### config.mk
export PLATFORM = sky130hd
export DESIGN_NAME = prr_mac
export DESIGN_NICKNAME = d
export VERILOG_FILES = /design/src/design/prr_pkg.sv /design/src/design/prr_mac.sv
export SDC_FILE = /design/constraint.sdc
export NUM_CORES = 2
export LEC_CHECK = 0
export ABC_AREA = 0
export CAP_MARGIN = 20
export CORE_ASPECT_RATIO = 0.7
export CORE_UTILIZATION = 32
export CTS_CLUSTER_DIAMETER = 30
export CTS_CLUSTER_SIZE = 25
export DETAILED_ROUTE_END_ITERATION = 10
export DONT_BUFFER_PORTS = 1
export GPL_TIMING_DRIVEN = 0
export HOLD_SLACK_MARGIN = 0.03
export PLACE_DENSITY = 0.44
export SLEW_MARGIN = 30
export SYNTH_ARGS = -nofsm -noshare
export SYNTH_HDL_FRONTEND = slang
export SYNTH_SLANG_ARGS = --single-unit
### constraint.sdc
create_clock -name clk -period 22.3 [get_ports clk]
set_clock_uncertainty 0.2 [all_clocks]
set_input_delay 2.23 -clock clk [delete_from_list [all_inputs] [get_ports clk]]
set_output_delay 2.23 -clock clk [all_outputs]
set_load 0.005 [all_outputs]
### src/design/prr_pkg.sv
// Shared types and constants for the polyphase rational resampler.
`timescale 1ns / 1ps
package prr_pkg;
  localparam int unsigned CFG_IDX_W = 3;
  localparam int unsigned CFG_DATA_W = 11;
  localparam logic [CFG_IDX_W-1:0] REG_FROM = 3'd0;
  localparam logic [CFG_IDX_W-1:0] REG_TO = 3'd1;
  localparam logic [CFG_IDX_W-1:0] REG_PHASE = 3'd2;
  localparam logic [CFG_IDX_W-1:0] REG_TAPS = 3'd3;
  localparam logic [CFG_IDX_W-1:0] REG_BLOCK = 3'd4;
  localparam logic [CFG_IDX_W-1:0] REG_STEREO = 3'd5;
  localparam int unsigned RESULTS_MAX = 16;
  localparam logic OP_SAMPLE = 1'b0;
  localparam logic OP_COEF = 1'b1;

  // Control from the sequencer to the multiply-accumulate unit.
  typedef struct packed {
    logic clear;
    logic acc_en;
  } mac_ctrl_t;
endpackage

### src/design/prr_mac.sv
// Shared multiply-accumulate unit for both channels, with rounding and saturation.
`timescale 1ns / 1ps
module prr_mac #(
  parameter int unsigned SAMPLE_BITS = 16,
  parameter int unsigned ACC_W = 48
) (
  input  logic                          clk,
  input  prr_pkg::mac_ctrl_t            ctrl,
  input  logic signed [15:0]            coef,
  input  logic signed [SAMPLE_BITS-1:0] hist_l,
  input  logic signed [SAMPLE_BITS-1:0] hist_r,
  output logic signed [SAMPLE_BITS-1:0] res_l,
  output logic signed [SAMPLE_BITS-1:0] res_r
);
  import prr_pkg::*;

  localparam int unsigned SH_W = ACC_W - 15;

  logic signed [ACC_W-1:0] acc_l_r, acc_r_r;
  logic signed [ACC_W-1:0] prod_l, prod_r;
  logic signed [SAMPLE_BITS+15:0] mul_l, mul_r;

  // Full-width signed products, sign-extended into the accumulator width.
  assign mul_l = coef * hist_l;
  assign mul_r = coef * hist_r;
  assign prod_l = ACC_W'(mul_l);
  assign prod_r = ACC_W'(mul_r);

  always_ff @(posedge clk) begin
    if (ctrl.clear) begin
      acc_l_r <= '0;
      acc_r_r <= '0;
    end else if (ctrl.acc_en) begin
      acc_l_r <= acc_l_r + prod_l;
      acc_r_r <= acc_r_r + prod_r;
    end
  end

  function automatic logic signed [SAMPLE_BITS-1:0] rnd_sat(input logic signed [ACC_W-1:0] a);
    logic signed [ACC_W-1:0] b;
    logic signed [SH_W-1:0] s;
    logic signed [SH_W-1:0] mx;
    logic signed [SH_W-1:0] mn;
    b  = a + ACC_W'(1 << 14);
    s  = SH_W'(b >>> 15);
    mx = SH_W'((1 << (SAMPLE_BITS - 1)) - 1);
    mn = -mx - SH_W'(1);
    if (s > mx) rnd_sat = mx[SAMPLE_BITS-1:0];
    else if (s < mn) rnd_sat = mn[SAMPLE_BITS-1:0];
    else rnd_sat = s[SAMPLE_BITS-1:0];
  endfunction

  assign res_l = rnd_sat(acc_l_r);
  assign res_r = rnd_sat(acc_r_r);
endmodule

==> reports/qor.csv <==
stage,metric,value,unit
status,status,"complete, but fails checks",
status,violations,design-rule violations,
sta,setup_tns,0,ps
logic_synthesis,synth_top_family_by_area,adder cells,
clock_network,clockBufferDepth,2,
sta,setup_violations,0,
detailed_routing,drc,16,
place,place.detailed.hpwl,89.3,mm
detailed_routing,vias,24100,
grt,use_met1,34.0,%
floorplan,die_w,383,µm
logic_synthesis,synthCells,3620,
sta,finalMaxSlewViolations,0,
place,io_buffers,0,
setup_path,start_kind,input pin,
logic_synthesis,yosys_warnings,0,
sta,rsz0062_at_grt,false,
place,dp.cells,4958,
place,place.gp.congestion,0.884,
setup_path,crit_type,input pin to flip-flop,
setup_path,end_kind,flip-flop,
grt,busiest_layer,met1,
setup_path,timing.rr.start,acc_l_r[15]$_SDFFE_PP0P_,
detailed_routing,first_pass_iters,8,
grt,grt.met3_usage,4.18,%
floorplan,rows,97,
logic_synthesis,synth_nets,4659,
logic_synthesis,synth-simple-area-share,14.5,%
setup_path,reg2regPathDepth,20,
grt,grt.overflow.total,0,
floorplan,dieArea,0.103,mm²
grt,track_usage,21.3,%
floorplan,core-area,0.100,mm²
grt,grt_pass1_vias,24600,
clock_network,path_clk_slew,80,ps
floorplan,start_util,32.4,%
sta,setup_ws,11080,ps
clock_network,post_cts_buffers,0,
hold_path,holdCritStartpoint,acc_r_r[8]$_SDFFE_PP0P_,
logic_synthesis,synth-xor-area-share,3.67,%
detailed_routing,drtIter0Drc,1838,
logic_synthesis,synth_edf_count,0,
detailed_routing,wire_per_inst,21.2,µm
logic_synthesis,synth_area,0.0325,mm²
hold_path,min_path_cells,2,
logic_synthesis,synth.mux.area_fraction,1.92,%
detailed_routing,postRouteAntennaNets,0,
logic_synthesis,synth-seq-cells,96,
sta,worst_pin_slew,1060,ps
grt,grt_pass1_wl,161,mm
logic_synthesis,ys.flop_type,dfxtp_1,
logic_synthesis,synth-adder-area-share,54.8,%
clock_network,clock_sinks,96,
layout,final_nets,4672,
clock_network,cts_hold_buf,0,
grt,grt_max_degree,32,
sta,fmax,89.1,MHz
detailed_routing,totalWireLength,105,mm
clock_network,htreeDepth,3,
setup_path,ff2ff_setup_slack,15190,ps
setup_path,crit_fanout,11,
flow_run,max_cap_violations,0,
logic_synthesis,synth-compound-area-share,7.57,%
clock_network,cts-resized-gates,0,
hold_path,min_path_type,flip-flop to flip-flop,
grt,antenna_found_initial,14,
layout,stdcell_count,4976,
clock_network,cts-root-buf,clkbuf_16,
place,dpl_worst_slack,10480,ps
floorplan,io_pins,83,
logic_synthesis,syn_area_per_cell,8.97,µm²
layout,drive_gt1_share,2.09,%
setup_path,cp.arrival,11320,ps
detailed_routing,via_per_inst,4.84,
logic_synthesis,yosysSeqAreaShare,5.92,%
clock_network,insertion_delay,420,ps
sta,hold_violations,0,
logic_synthesis,synthArstFlopShare,0,%
sta,fin_crit_sh,50.3,%
logic_synthesis,ys_types,80,
clock_network,cts_tree,built,
clock_network,cts_buffers,9,
layout,syn2layout_area_growth,6.37,%
grt,grtUsageMet2,29.6,%
sta,finalCriticalPeriod,11220,ps
layout,n_fill_cell,10700,
setup_path,worstPathRequired,22400,ps
setup_path,worstReg2RegEnd,acc_l_r[40]$_SDFFE_PP0P_,
floorplan,die-height,269,µm
sta,slew_headroom,28.4,%
hold_path,min_to,acc_r_r[8]$_SDFFE_PP0P_,
==> sequential cells by signal, indices dropped and copies added (netlist names) <==
register / cells
acc_l_r: 48
acc_r_r: 48
==> critical path, stage by stage <==
cell and delay [ps]:
clkbuf_1 690, clkbuf_1 600, nand2_1 250, inv_1 160, fa_4 670, inv_1 160, fa_1 620, fa_1 690
fa_1 810, inv_1 430, fa_1 620, inv_1 50, fa_1 470, inv_1 40, ha_1 260, clkbuf_1 200
a21o_1 220, a21o_1 170, a21oi_1 210, o21ai_0 130, a21oi_1 520, o21bai_1 290, a31oi_1 380, nor4_1 80
a311o_1 330
==> routing by layer <==
layer / wire length (µm) / part of all wire, %
met1: 54200 / 51
met2: 41800 / 40
met3: 8130 / 7.7
met4: 1180 / 1.1
met5: 13 / 0.012
==> cells by family (layout without fill, tap and decap cells) <==
kind of cell | after synthesis | count (layout)
buffers and inverters | 994 | 1012
adder cells (fa/ha/maj) | 988 | 988
AND/OR/NAND/NOR | 960 | 960
AO/OA/AOI/OAI | 384 | 384
XOR/XNOR | 136 | 136
flip-flops | 96 | 96
multiplexers | 62 | 62
other | 0 | 2
==> cells in the mapped netlist, types with 5 or more instances <==
master,n,area share [%]
a211oi_1,20,0.46
a21o_1,47,1.1
a21oi_1,106,1.6
a31oi_1,25,0.48
and2_1,246,4.7
and3_1,21,0.40
and4_1,6,0.16
buf_1,10,0.12
buf_2,5,0.077
clkbuf_1,114,1.3
dfxtp_1,96,5.9
fa_1,724,45
ha_1,264,10
inv_1,860,9.9
mux2i_1,59,1.8
nand2_1,330,3.8
nand2b_1,16,0.31
nand3_1,43,0.66
nand3b_1,5,0.12
nand4_1,28,0.54
nor2_1,183,2.1
nor2b_1,12,0.23
nor3_1,31,0.48
nor4_1,8,0.15
o211ai_1,7,0.16
o21a_1,12,0.28
o21ai_0,88,1.4
o21bai_1,16,0.37
o22ai_1,9,0.17
o31ai_1,7,0.16
or3_1,5,0.096
xnor2_1,85,2.3
xor2_1,51,1.4
==> cells in the final DEF, fill, tap and decap left out, types with 5 or more instances in the layout <==
cell type / n
a211oi_1: 20
a21o_1: 47
a21oi_1: 106
a31oi_1: 25
and2_1: 246
and3_1: 21
and4_1: 6
buf_1: 5
buf_2: 10
clkbuf_1: 101
clkbuf_16: 9
clkbuf_2: 14
dfxtp_1: 96
fa_1: 721
ha_1: 264
inv_1: 858
mux2i_1: 59
nand2_1: 330
nand2b_1: 16
nand3_1: 43
nand3b_1: 5
nand4_1: 28
nor2_1: 183
nor2b_1: 12
nor3_1: 31
nor4_1: 8
o211ai_1: 7
o21a_1: 12
o21ai_0: 88
o21bai_1: 16
o22ai_1: 9
o31ai_1: 7
or3_1: 5
xnor2_1: 85
xor2_1: 51
==> worst max-delay path by stage <==
stage               startpoint                        to  slack, ps  cells after the start
finish                coef[15]  acc_r_r[41]$_SDFFE_PP0P_      11080                     25
global route          coef[15]  acc_r_r[41]$_SDFFE_PP0P_      10710                     23
CTS                   coef[15]  acc_l_r[45]$_SDFFE_PP0P_      10950                     24
detailed placement    coef[15]  acc_l_r[45]$_SDFFE_PP0P_      10480                     24
global placement      coef[15]  acc_l_r[45]$_SDFFE_PP0P_      10690                     24
floorplan             coef[15]  acc_l_r[45]$_SDFFE_PP0P_      13070                     24
==> through the flow <==
stage,hold WS (ps),utilization (%),instance area (µm²)
after global placement,289,34.1,34100
after detailed placement,294,34.1,34200
after CTS,319,34.4,34500
after floorplan,260,-,32500
after global routing,334,34.4,34500
final,313,34.5,34500
==> final cells by class <==
class                           count  area (µm²)  area share [%]
Timing Repair Buffer                2        55.1           0.159
Multi-Input combinational cell   2530       26800            77.6
Inverter                          861        3230            9.36
Tap cell                         1336        1670            4.84
Clock buffer                        9         225           0.652
Antenna cell                        2        5.00          0.0145
Clock inverter                      7        70.1           0.203
Buffer                            133         548            1.59
Sequential cell                    96        1920            5.56
Power is left out: the tool's default activity adds up to more than one toggle a clock period on the data nets, which glitch-free logic cannot reach.
